[config.mk]
export PLATFORM = sky130hd
export DESIGN_NAME = bounded_random_range_reducer
export DESIGN_NICKNAME = d
export VERILOG_FILES = /design/src/design/brr_pkg.sv /design/src/design/brr_front.sv /design/src/design/brr_queue.sv /design/src/design/brr_thresh.sv /design/src/design/brr_back.sv /design/src/design/bounded_random_range_reducer.sv
export SDC_FILE = /design/constraint.sdc
export NUM_CORES = 2
export LEC_CHECK = 0
export BUFFER_PORTS_ARGS = -buffer_cell sky130_fd_sc_hd__buf_4
export CAP_MARGIN = 40
export CORE_UTILIZATION = 45
export CTS_CLUSTER_SIZE = 12
export DETAILED_ROUTE_END_ITERATION = 16
export GPL_ROUTABILITY_DRIVEN = 0
export SYNTH_ARGS = -nofsm -noshare
export SYNTH_HDL_FRONTEND = slang
export SYNTH_SLANG_ARGS = --single-unit
export TNS_END_PERCENT = 100
[constraint.sdc]
create_clock -name clk -period 15.4 [get_ports clk]
set_clock_uncertainty 0.1 [all_clocks]
set_input_delay 0.77 -clock clk [delete_from_list [all_inputs] [get_ports clk]]
set_output_delay 0.77 -clock clk [all_outputs]
set_load 0.01 [all_outputs]
[src/design/brr_pkg.sv]
// ----------------------------------------------------------------------------
// brr_pkg : shared types, constants and helpers
// Register map codes, queue entry and derived range settings used by the
// front end, the queue, the threshold divider and the back end.
// ----------------------------------------------------------------------------
package brr_pkg;

    localparam int WORD_W      = 64;
    localparam int HALF_W      = 32;
    localparam int QUEUE_DEPTH = 4;
    localparam int DIV_STEPS   = 32;
    localparam int ADDR_W      = 5;
    localparam int IDX_W       = 2;

    localparam logic [IDX_W-1:0] REG_LOW  = 2'd0;
    localparam logic [IDX_W-1:0] REG_HIGH = 2'd1;
    localparam logic [IDX_W-1:0] REG_MODE = 2'd2;

    typedef struct packed {
        logic [WORD_W-1:0] word;
        logic              is64;
        logic              full;
    } brr_item_t;

    typedef struct packed {
        logic [WORD_W-1:0] lo;
        logic [HALF_W-1:0] w32;
        logic              full32;
        logic [WORD_W-1:0] w64;
        logic [WORD_W-1:0] mask64;
        logic              full64;
        logic              is64;
    } brr_cfg_t;

    function automatic logic [WORD_W-1:0] smear64(input logic [WORD_W-1:0] v);
        logic [WORD_W-1:0] m;
        m = v;
        m = m | (m >> 1);
        m = m | (m >> 2);
        m = m | (m >> 4);
        m = m | (m >> 8);
        m = m | (m >> 16);
        m = m | (m >> 32);
        return m;
    endfunction

    // Sign bias cancels in both the width and the result, so the signed
    // modes reduce exactly like the unsigned ones of the same width.
    function automatic brr_cfg_t derive_cfg(input logic [WORD_W-1:0] lo,
                                            input logic [WORD_W-1:0] hi,
                                            input logic [1:0]        mode);
        brr_cfg_t          c;
        logic [HALF_W-1:0] span32;
        logic [WORD_W-1:0] span64;
        span32   = hi[HALF_W-1:0] - lo[HALF_W-1:0];
        span64   = hi - lo;
        c.lo     = lo;
        c.w32    = span32 + 32'd1;
        c.full32 = &span32;
        c.w64    = span64 + 64'd1;
        c.mask64 = smear64(span64);
        c.full64 = &span64;
        c.is64   = mode[0];
        return c;
    endfunction

endpackage

[src/design/brr_front.sv]
// ----------------------------------------------------------------------------
// brr_front : request intake and classification
// Registers each random word with its width class and full-range flag and
// hands it to the queue; stalls during a threshold rebuild and on queue back-pressure.
// ----------------------------------------------------------------------------
module brr_front (
    input  logic                      clk,
    input  logic                      rst_n,
    input  logic                      in_valid,
    output logic                      in_stall,
    input  logic [63:0]               random_word,
    input  brr_pkg::brr_cfg_t         cfg,
    input  logic                      thr_ready,
    input  logic                      q_full,
    output logic                      push,
    output brr_pkg::brr_item_t        push_item
);
    import brr_pkg::*;

    logic      valid_reg;
    logic      valid_next;
    brr_item_t item_reg;
    logic      take;

    assign push     = valid_reg && !q_full;
    assign in_stall = !thr_ready || (valid_reg && q_full);
    assign take     = in_valid && !in_stall;

    always_comb
    begin
        valid_next = valid_reg;
        if (take)
        begin
            valid_next = 1'b1;
        end
        else if (push)
        begin
            valid_next = 1'b0;
        end
    end

    always_ff @(posedge clk or negedge rst_n)
    begin
        if (!rst_n)
        begin
            valid_reg <= 1'b0;
        end
        else
        begin
            valid_reg <= valid_next;
        end
    end

    always_ff @(posedge clk)
    begin
        if (take)
        begin
            item_reg.word <= random_word;
            item_reg.is64 <= cfg.is64;
            item_reg.full <= cfg.is64 ? cfg.full64 : cfg.full32;
        end
    end

    assign push_item = item_reg;

endmodule

[src/design/brr_queue.sv]
// ----------------------------------------------------------------------------
// brr_queue : short request queue
// Flop-based FIFO that lets the front end and the back end stall apart.
// ----------------------------------------------------------------------------
module brr_queue #(
    parameter int DEPTH = brr_pkg::QUEUE_DEPTH
) (
    input  logic                      clk,
    input  logic                      rst_n,
    input  logic                      push,
    input  brr_pkg::brr_item_t        push_item,
    input  logic                      pop,
    output brr_pkg::brr_item_t        pop_item,
    output logic                      full,
    output logic                      empty
);
    import brr_pkg::*;

    localparam int PTR_W = (DEPTH > 1) ? $clog2(DEPTH) : 1;
    localparam int CNT_W = $clog2(DEPTH + 1);

    brr_item_t         mem_reg [DEPTH];
    logic [PTR_W-1:0]  wptr_reg;
    logic [PTR_W-1:0]  wptr_next;
    logic [PTR_W-1:0]  rptr_reg;
    logic [PTR_W-1:0]  rptr_next;
    logic [CNT_W-1:0]  count_reg;
    logic [CNT_W-1:0]  count_next;

    assign full     = (count_reg == CNT_W'(DEPTH));
    assign empty    = (count_reg == '0);
    assign pop_item = mem_reg[rptr_reg];

    always_comb
    begin
        wptr_next  = wptr_reg;
        rptr_next  = rptr_reg;
        count_next = count_reg;
        if (push)
        begin
            wptr_next = (wptr_reg == PTR_W'(DEPTH - 1)) ? '0 : wptr_reg + 1'b1;
        end
        if (pop)
        begin
            rptr_next = (rptr_reg == PTR_W'(DEPTH - 1)) ? '0 : rptr_reg + 1'b1;
        end
        if (push && !pop)
        begin
            count_next = count_reg + 1'b1;
        end
        else if (pop && !push)
        begin
            count_next = count_reg - 1'b1;
        end
    end

    always_ff @(posedge clk or negedge rst_n)
    begin
        if (!rst_n)
        begin
            wptr_reg  <= '0;
            rptr_reg  <= '0;
            count_reg <= '0;
        end
        else
        begin
            wptr_reg  <= wptr_next;
            rptr_reg  <= rptr_next;
            count_reg <= count_next;
        end
    end

    always_ff @(posedge clk)
    begin
        if (push)
        begin
            mem_reg[wptr_reg] <= push_item;
        end
    end

    a_no_overflow : assert property (@(posedge clk) disable iff (!rst_n)
        !(push && full))
        else $error("queue push while full");

    a_no_underflow : assert property (@(posedge clk) disable iff (!rst_n)
        !(pop && empty))
        else $error("queue pop while empty");

endmodule

[src/design/brr_thresh.sv]
// ----------------------------------------------------------------------------
// brr_thresh : rejection threshold divider
// Bit-serial restoring divider that computes (2^32 - w) mod w, one quotient
// bit per cycle, after reset and after every register write.
// ----------------------------------------------------------------------------
module brr_thresh (
    input  logic                      clk,
    input  logic                      rst_n,
    input  logic                      restart,
    input  brr_pkg::brr_cfg_t         cfg,
    output logic                      thr_ready,
    output logic [31:0]               thr
);
    import brr_pkg::*;

    localparam int CNT_W = $clog2(DIV_STEPS);

    typedef enum logic [2:0] {
        TH_LOAD = 3'b001,
        TH_RUN  = 3'b010,
        TH_DONE = 3'b100
    } th_state_t;

    th_state_t         state_reg;
    th_state_t         state_next;
    logic [CNT_W-1:0]  cnt_reg;
    logic [CNT_W-1:0]  cnt_next;
    logic [HALF_W-1:0] num_reg;
    logic [HALF_W-1:0] num_next;
    logic [HALF_W-1:0] rem_reg;
    logic [HALF_W-1:0] rem_next;
    logic [HALF_W:0]   rem_shift;

    assign rem_shift = {rem_reg, num_reg[HALF_W-1]};

    always_comb
    begin
        state_next = state_reg;
        cnt_next   = cnt_reg;
        num_next   = num_reg;
        rem_next   = rem_reg;
        unique case (state_reg)
            TH_LOAD:
            begin
                num_next   = 32'd0 - cfg.w32;
                rem_next   = '0;
                cnt_next   = '0;
                state_next = TH_RUN;
            end
            TH_RUN:
            begin
                num_next = {num_reg[HALF_W-2:0], 1'b0};
                if (rem_shift >= {1'b0, cfg.w32})
                begin
                    rem_next = HALF_W'(rem_shift - {1'b0, cfg.w32});
                end
                else
                begin
                    rem_next = rem_shift[HALF_W-1:0];
                end
                cnt_next = cnt_reg + 1'b1;
                if (cnt_reg == CNT_W'(DIV_STEPS - 1))
                begin
                    state_next = TH_DONE;
                end
            end
            TH_DONE:
            begin
                state_next = TH_DONE;
            end
            default:
            begin
                state_next = TH_LOAD;
            end
        endcase
        if (restart)
        begin
            state_next = TH_LOAD;
        end
    end

    always_ff @(posedge clk or negedge rst_n)
    begin
        if (!rst_n)
        begin
            state_reg <= TH_LOAD;
            cnt_reg   <= '0;
        end
        else
        begin
            state_reg <= state_next;
            cnt_reg   <= cnt_next;
        end
    end

    always_ff @(posedge clk)
    begin
        num_reg <= num_next;
        rem_reg <= rem_next;
    end

    assign thr_ready = (state_reg == TH_DONE);
    assign thr       = rem_reg;

    a_rem_below_div : assert property (@(posedge clk) disable iff (!rst_n)
        (thr_ready && !cfg.full32) |-> (thr < cfg.w32))
        else $error("threshold not below range width");

endmodule

[src/design/brr_back.sv]
// ----------------------------------------------------------------------------
// brr_back : reduction pipeline
// Stage one multiplies (32-bit modes), masks (64-bit modes) or passes a full-range
// word through; stage two applies the rejection test, adds the lower bound and holds the result.
// ----------------------------------------------------------------------------
module brr_back (
    input  logic                      clk,
    input  logic                      rst_n,
    input  logic                      q_empty,
    input  brr_pkg::brr_item_t        pop_item,
    output logic                      pop,
    input  brr_pkg::brr_cfg_t         cfg,
    input  logic [31:0]               thr,
    output logic                      out_valid,
    input  logic                      out_stall,
    output logic [63:0]               ranged_value,
    output logic                      accepted
);
    import brr_pkg::*;

    logic              s1_valid_reg;
    logic              s1_valid_next;
    logic [WORD_W-1:0] s1_data_reg;
    logic              s1_is64_reg;
    logic              s1_full_reg;
    logic [WORD_W-1:0] product;
    logic [WORD_W-1:0] s1_data_in;

    logic              out_valid_reg;
    logic              out_valid_next;
    logic [WORD_W-1:0] ranged_value_reg;
    logic              accepted_reg;
    logic [WORD_W-1:0] value_next;
    logic              ok_next;
    logic [HALF_W-1:0] frac;

    logic              out_ready;
    logic              s1_ready;

    assign out_ready = !out_valid_reg || !out_stall;
    assign s1_ready  = !s1_valid_reg || out_ready;
    assign pop       = !q_empty && s1_ready;

    assign product = {32'd0, pop_item.word[HALF_W-1:0]} * {32'd0, cfg.w32};

    always_comb
    begin
        if (pop_item.full)
        begin
            s1_data_in = pop_item.word;
        end
        else if (pop_item.is64)
        begin
            s1_data_in = pop_item.word & cfg.mask64;
        end
        else
        begin
            s1_data_in = product;
        end
    end

    always_comb
    begin
        s1_valid_next = s1_valid_reg;
        if (pop)
        begin
            s1_valid_next = 1'b1;
        end
        else if (out_ready)
        begin
            s1_valid_next = 1'b0;
        end
        out_valid_next = out_valid_reg;
        if (out_ready)
        begin
            out_valid_next = s1_valid_reg;
        end
    end

    // low half of the product is the fraction tested against the threshold
    assign frac = s1_data_reg[HALF_W-1:0];

    always_comb
    begin
        value_next = '0;
        ok_next    = 1'b0;
        if (s1_full_reg)
        begin
            ok_next = 1'b1;
            if (s1_is64_reg)
            begin
                value_next = cfg.lo + s1_data_reg;
            end
            else
            begin
                value_next = {32'd0, cfg.lo[HALF_W-1:0] + s1_data_reg[HALF_W-1:0]};
            end
        end
        else if (s1_is64_reg)
        begin
            if (s1_data_reg < cfg.w64)
            begin
                ok_next    = 1'b1;
                value_next = cfg.lo + s1_data_reg;
            end
        end
        else if (!((frac < cfg.w32) && (frac < thr)))
        begin
            ok_next    = 1'b1;
            value_next = {32'd0, cfg.lo[HALF_W-1:0] + s1_data_reg[WORD_W-1:HALF_W]};
        end
    end

    always_ff @(posedge clk or negedge rst_n)
    begin
        if (!rst_n)
        begin
            s1_valid_reg  <= 1'b0;
            out_valid_reg <= 1'b0;
        end
        else
        begin
            s1_valid_reg  <= s1_valid_next;
            out_valid_reg <= out_valid_next;
        end
    end

    always_ff @(posedge clk)
    begin
        if (pop)
        begin
            s1_data_reg <= s1_data_in;
            s1_is64_reg <= pop_item.is64;
            s1_full_reg <= pop_item.full;
        end
        if (out_ready && s1_valid_reg)
        begin
            ranged_value_reg <= value_next;
            accepted_reg     <= ok_next;
        end
    end

    assign out_valid    = out_valid_reg;
    assign ranged_value = ranged_value_reg;
    assign accepted     = accepted_reg;

    a_reject_zero : assert property (@(posedge clk) disable iff (!rst_n)
        (out_valid_reg && !accepted_reg) |-> (ranged_value_reg == '0))
        else $error("rejected word with nonzero value");

    a_stage_hold : assert property (@(posedge clk) disable iff (!rst_n)
        (s1_valid_reg && !out_ready) |=> s1_valid_reg)
        else $error("stage one dropped a request");

endmodule

[src/design/bounded_random_range_reducer.sv]
// ----------------------------------------------------------------------------
// bounded_random_range_reducer : bounded random range reducer, top level
// Maps raw random words into [range_low, range_high] or rejects them.
// ----------------------------------------------------------------------------
// One result per random word, sustained at one request per clock while the
// output is not stalled, through the input register, the queue, the
// multiply/mask stage and the compare/add output stage; the single 32x32
// multiplier per cycle sets that rate. After reset and after every register
// write the input stalls while a bit-serial divider rebuilds the 32-bit
// rejection threshold (2^32 - w) mod w, one quotient bit per cycle. Registers
// sit at byte addresses 0 (range_low), 8 (range_high) and 16 (range_mode);
// write them only while no request is in flight.
module bounded_random_range_reducer #(
    parameter int QDEPTH = brr_pkg::QUEUE_DEPTH
) (
    input  logic                          clk,
    input  logic                          rst_n,
    input  logic                          psel,
    input  logic                          penable,
    input  logic                          pwrite,
    input  logic [brr_pkg::ADDR_W-1:0]    paddr,
    input  logic [63:0]                   pwdata,
    output logic [63:0]                   prdata,
    output logic                          pready,
    input  logic                          in_valid,
    output logic                          in_stall,
    input  logic [63:0]                   random_word,
    output logic                          out_valid,
    input  logic                          out_stall,
    output logic [63:0]                   ranged_value,
    output logic                          accepted
);
    import brr_pkg::*;

    logic [WORD_W-1:0] range_low_reg;
    logic [WORD_W-1:0] range_high_reg;
    logic [1:0]        range_mode_reg;
    logic              wr_en;
    logic [IDX_W-1:0]  reg_idx;

    brr_cfg_t          cfg;
    logic              thr_ready;
    logic [HALF_W-1:0] thr;
    logic              q_full;
    logic              q_empty;
    logic              push;
    logic              pop;
    brr_item_t         push_item;
    brr_item_t         pop_item;

    assign pready  = 1'b1;
    assign wr_en   = psel && penable && pwrite && pready;
    assign reg_idx = paddr[ADDR_W-1:3];

    always_ff @(posedge clk or negedge rst_n)
    begin
        if (!rst_n)
        begin
            range_low_reg  <= 64'd0;
            range_high_reg <= 64'h0000_0000_FFFF_FFFF;
            range_mode_reg <= 2'd0;
        end
        else if (wr_en)
        begin
            unique case (reg_idx)
                REG_LOW:  range_low_reg  <= pwdata;
                REG_HIGH: range_high_reg <= pwdata;
                REG_MODE: range_mode_reg <= pwdata[1:0];
                default:  ;
            endcase
        end
    end

    always_comb
    begin
        unique case (reg_idx)
            REG_LOW:  prdata = range_low_reg;
            REG_HIGH: prdata = range_high_reg;
            REG_MODE: prdata = {62'd0, range_mode_reg};
            default:  prdata = '0;
        endcase
    end

    assign cfg = derive_cfg(range_low_reg, range_high_reg, range_mode_reg);

    brr_thresh u_thresh (
        .clk       (clk),
        .rst_n     (rst_n),
        .restart   (wr_en),
        .cfg       (cfg),
        .thr_ready (thr_ready),
        .thr       (thr)
    );

    brr_front u_front (
        .clk         (clk),
        .rst_n       (rst_n),
        .in_valid    (in_valid),
        .in_stall    (in_stall),
        .random_word (random_word),
        .cfg         (cfg),
        .thr_ready   (thr_ready),
        .q_full      (q_full),
        .push        (push),
        .push_item   (push_item)
    );

    brr_queue #(
        .DEPTH (QDEPTH)
    ) u_queue (
        .clk       (clk),
        .rst_n     (rst_n),
        .push      (push),
        .push_item (push_item),
        .pop       (pop),
        .pop_item  (pop_item),
        .full      (q_full),
        .empty     (q_empty)
    );

    brr_back u_back (
        .clk          (clk),
        .rst_n        (rst_n),
        .q_empty      (q_empty),
        .pop_item     (pop_item),
        .pop          (pop),
        .cfg          (cfg),
        .thr          (thr),
        .out_valid    (out_valid),
        .out_stall    (out_stall),
        .ranged_value (ranged_value),
        .accepted     (accepted)
    );

endmodule

**Word level (Yosys, flattened, before mapping)**

Memory sizes are Yosys's and may differ from the RTL's.
Cells that the tools add are included.

- Register bits: 409
- Latch bits: 0
- Memory bits (writable): 264
- Bits in read-only memories: 0
- Bits of input ports: 140
- Output and inout port bits: 132
- Logic and storage cells: 120
- Memories kept: 1

Memories:

| memory | depth | width | read ports | clocked after memory_dff | wr ports | line | RTL |
|---|---|---|---|---|---|---|---|
| u_queue.mem_reg | 4 | 66 | 1 | 0 | 1 | brr_queue.sv:22 | `brr_item_t mem_reg [DEPTH];` |

- $add $sub $neg: 14
- Multiply operators: 1
- Divide/modulo/power cells: 0
- Order comparisons: 4
- Equality and inequality tests: 10
- Shift-type cells: 0
- Muxes and demuxes: 29
- Bitwise logic cells: 7
- Reductions and logical operators: 33

Operators by type and width:

| operator | number |
|---|---|
| $mux 64 | 6 |
| $pmux 64 s3 | 1 |
| $pmux 32 s2 | 2 |
| $add 32x32->32 | 2 |
| $add 64x1->64 const B | 1 |
| $add 64x64->64 | 1 |
| $and 64x64->64 | 1 |
| $lt 32x32->1 | 2 |
| $lt 64x64->1 | 1 |
| $mul 32x32->64 | 1 |
| $mux 32 | 2 |
| $or 64x32->64 | 1 |
| $or 64x48->64 | 1 |
| $or 64x56->64 | 1 |
| $or 64x60->64 | 1 |
| $or 64x62->64 | 1 |
| $or 64x63->64 | 1 |
| $reduce_and 64->1 | 1 |
| $sub 32x32->32 | 2 |
| $sub 64x64->64 | 1 |
| $ge 33x32->1 | 1 |
| $add 32x1->32 const B | 1 |
| $reduce_and 32->1 | 1 |
| $sub 1x32->32 const A | 1 |
| 23 further kinds | 64 |

**Depth between registers and ports, before layout**

- Word-level depth: 10
- Mapped depth: 44

**By module**

A second synthesis with hierarchy kept.

- Cells, all modules: 8134
- Area, all modules: 77160.3 um^2

Modules (own cells, without submodules):

| module | times used | cells each | area each (um^2) |
|---|---|---|---|
| brr_back | 1 | 5337 | 46210.6 |
| bounded_random_range_reducer | 1 | 1737 | 13516.7 |
| brr_queue | 1 | 381 | 9958.3 |
| brr_thresh | 1 | 605 | 5426.5 |
| brr_front | 1 | 74 | 2048.2 |

**Worst setup path before layout**

Ideal clock, no wire load.

- Kind: reg2reg
- From: register range_high_reg[0]
- To: register u_back.s1_data_reg[63], data pin
- Library setup time: 263 ps
- Arrival time: 10912 ps
- Setup slack: 4125 ps
- Stages on the path, launching flop included: 41
- Clock period less this slack: 11275 ps
- Cells stage by stage: dfstp_2 > inv_1 > ha_1 > fa_1 > nand2b_1 > buf_2 > a21oi_2 > o211ai_1 > o211a_1 > xnor2_1 > o2111ai_1 > a2111oi_2 > nand4_1 > xnor2_1 > clkbuf_1 > nand2_1 > fa_1 > inv_1 > [... 5 more ...] > fa_1 > inv_1 > fa_1 > inv_1 > ha_1 > clkbuf_1 > nand2_1 > nor2_1 > nand3_1 > nor3_1 > a21oi_1 > o221a_2 > o311a_1 > o41ai_1 > a2111oi_0 > a41o_1 > o21ai_0 > o21ai_0

- Word-level cells in the longest chain between the ends: 10

RTL lines:

| what | line | RTL |
|---|---|---|
| from (decl) | bounded_random_range_reducer.sv:36 | `logic [WORD_W-1:0] range_high_reg;` |
| from (signal assigned) | bounded_random_range_reducer.sv:67 | `REG_HIGH: range_high_reg <= pwdata;` |
| parallel branches: the longest is 8 deep, another holds $mul 32x32->64 | - |  |
| $mux 64 * | brr_back.sv:52 | `else if (pop_item.is64)` |
| $mux 64 * | brr_back.sv:48 | `if (pop_item.full)` |
| named net u_back.s1_data_in[63] | brr_back.sv:27 | `logic [WORD_W-1:0] s1_data_in;` |
| to (signal assigned) | brr_back.sv:132 | `s1_data_reg <= s1_data_in;` |
| to (decl) | brr_back.sv:23 | `logic [WORD_W-1:0] s1_data_reg;` |

Mark *: on every way through the listed nets, which the timed path passes.
A chain may end at the register's enable or synchronous reset.

==> results.ini <==
[yosys]
netlist_instances = 7754
synthMostInstantiatedCell = inv_1
syn_avg_cell_area_sq_um = 9.61
yosys_warnings = 0
ys_seq_area_frac = 0.262
synth-main-ff-cell = edfxtp_1
synth_edf_count = 525
ys_top_cells_by_area = fa_1 24%, edfxtp_1 21%, ha_1 9.3%
synth_cell_types = 110
synth-seq-cells = 673
yosysTopAreaCell = fa_1
async_flop_share = 0.220
syn_area_sq_um = 74500
ys_top_cells_by_count = 1168 x inv_1, 996 x nand2_1, 901 x fa_1
yosys.area.top_type_share = 0.242
syn_nets = 9352

[worst_hold_path]
hold_end = u_front.push_item[8]$_DFFE_PP_
hold_path_class = in -> reg
min_path_cells = 1
min_from = random_word[6]

[grt]
antenna_found_initial = 9
grt_pass1_wl_um = 367000
grt_max_degree = 70
gr-total-overflow = 0
first_global_vias = 58300
grt_util_all_layers = 0.293

[routing]
ant_nets = 0
drt_iter0_markers = 5589
vias = 59100
dr.pass1.iters = 8
wirelength_um = 246000
avgViaCountPerCell = 5.82
drc = 0
wire_per_inst_um = 24.2

[die]
die_w_um = 409
start_util = 0.453
fp-row-count = 149
die_y_um = 409
pin_count = 272
die_area_sq_um = 167000
core_area_sq_um = 165000

[timing]
setup_violations = 0
period_needed_ns = 13.91
finalSetupTns_ns = 0
worst_slew_margin_rel = 0.372
clock.fmax_mhz = 71.9
hold_viol = 0
rsz0062_at_grt = false
tightest_slew_ns = 0.939
fin_crit_sh = 0.904
maxSlewViolCount = 0

[worst_setup_path]
crit_required_ns = 15.71
cpPeakStageDelay_ns = 0.81
critPathKind = reg -> reg
crit_arrival_ns = 14.23
crit_path_end_kind = flop
rr_endpoint = u_back.s1_data_reg[63]$_DFFE_PP_
r2r_start = range_high_reg[0]$_DFFE_PN1P_
crit_start = range_high_reg[0]$_DFFE_PN1P_
r2r_setup_slack_ns = 1.49
slowest_stage = o41ai_1
cp_max_fo = 26
r2r_cells = 40
startpoint_type = flop
crit_top_cell = fa_1

[cells_and_area]
post_route_cells_drive_above_1_share = 0.106
final_nets = 9499
largest_reg_flops = 264
syn_to_final_growth_pct = 10.4

[job]
max_cap_viol_count = 0

[placed_design]
hpwl_um = 188000
numPortBuffers = 267

[cts]
cts_buffers = 79
clkSlewWorstSetupHoldPaths_ns = 0.06
worstSkewPairLatency_ns = 0.71
htree_levels = 3
cts-root-buf = clkbuf_16
cts_tree = done
post_cts_resized = 0
clockBufferDepth = 3
clock_sinks = 673

[status]
status = finished clean

-- layout make-up --
cell class / instances / area [sq um]
fillers: 15200 / 82300
flip-flops and latches: 673 / 19500
inverters: 1180 / 4430
repair buffers: 415 / 3430
clock buffers: 104 / 2140
diodes: 3 / 7.51
well taps: 2189 / 2740
multi-input cells: 5552 / 49600
clock inverters: 37 / 379
-- repair_timing --
action	in CTS	in global routing
hold buffers	1	0
endpoints found under the hold margin	9	0
setup endpoints to repair	0	0
buffers inserted	0	0
-- worst max-delay path: cells and delay by family, from the launching register on --
family / cells / cell delay [ns]
xor gates and xnor gates: 1 / 0.17
adders and majority gates: 11 / 4.73
AOI/OAI and AO/OA: 11 / 3.10
and+or+nand+nor: 7 / 2.44
DFF: 1 / 0.54
buffers and inverters: 10 / 2.48
-- metrics by stage --
step | setup WS, ns | hold WS (ns) | std cells | cell area [sq um] | util
floorplan | 4.12 | 0.342 | 7754 | 74500 | -
global placement | 1.84 | 0.361 | 9982 | 79200 | 0.481
detailed placement | 1.76 | 0.379 | 10000 | 79700 | 0.484
CTS | 1.66 | 0.102 | 10200 | 82300 | 0.500
global route | 1.01 | 0.118 | 10200 | 82300 | 0.500
finish | 1.49 | 0.150 | 10200 | 82300 | 0.500
-- worst max path at each step --
| stage | to |
|---|---|
| 6_report | u_back.s1_data_reg[63]$_DFFE_PP_ |
| 5_1_grt | u_back.s1_data_reg[63]$_DFFE_PP_ |
| 4_1_cts | u_back.s1_data_reg[63]$_DFFE_PP_ |
| 3_5_place_dp | u_back.s1_data_reg[63]$_DFFE_PP_ |
| 3_3_place_gp | u_back.s1_data_reg[63]$_DFFE_PP_ |
| 2_1_floorplan | u_back.s1_data_reg[63]$_DFFE_PP_ |
-- layout by cell type (no fill, tap or decap), drive strengths merged, types with 20 or more instances in the layout --
| cell | Yosys | routed |
|---|---|---|
| a21o | 173 | 173 |
| xor2 | 98 | 98 |
| a211oi | 42 | 42 |
| a21oi | 337 | 337 |
| dfrtp | 115 | 115 |
| and2 | 69 | 69 |
| dfstp | 33 | 33 |
| o21a | 55 | 55 |
| mux4 | 45 | 45 |
| o31ai | 28 | 28 |
| mux2i | 95 | 95 |
| buf | 41 | 411 |
| nand4 | 81 | 81 |
| nand2b | 70 | 70 |
| o21bai | 37 | 37 |
| clkbuf | 308 | 104 |
| a31oi | 37 | 37 |
| nor2b | 62 | 62 |
| fa | 901 | 901 |
| nor2 | 637 | 637 |
| nand2 | 996 | 996 |
| o21ai | 308 | 308 |
| nor4 | 42 | 42 |
| clkinv | 6 | 33 |
| xnor2 | 210 | 210 |
| edfxtp | 525 | 525 |
| or2 | 20 | 20 |
| or3 | 36 | 36 |
| inv | 1174 | 1176 |
| mux2 | 95 | 95 |
| o211ai | 30 | 30 |
| ha | 557 | 557 |
| and3 | 41 | 41 |
| nor3 | 93 | 93 |
| a22o | 31 | 31 |
| nand3 | 90 | 90 |
-- routing by layer --
layer | GRT usage | part of all wire | wire length, um | up-vias
li1 | - | - | - | 26000
met1 | 0.400 | 0.41 | 101000 | 29700
met2 | 0.460 | 0.45 | 111000 | 2840
met3 | 0.0478 | 0.089 | 21900 | 566
met4 | 0.129 | 0.052 | 12700 | 8
met5 | 0 | 0.00020 | 49 | -
-- cell families after synthesis --
kind of cell               after synthesis  synth area share
and+or+nand+nor                       2296             0.138
other                                    1         0.0000503
DFF                                    673             0.262
muxes                                  235            0.0407
xor gates and xnor gates               308            0.0370
buffers and inverters                 1529            0.0774
adders and majority gates             1458             0.335
AOI/OAI and AO/OA                     1254             0.109
Power is left out: the tool's default activity adds up to more than one toggle a clock period on the data nets, which glitch-free logic cannot reach.
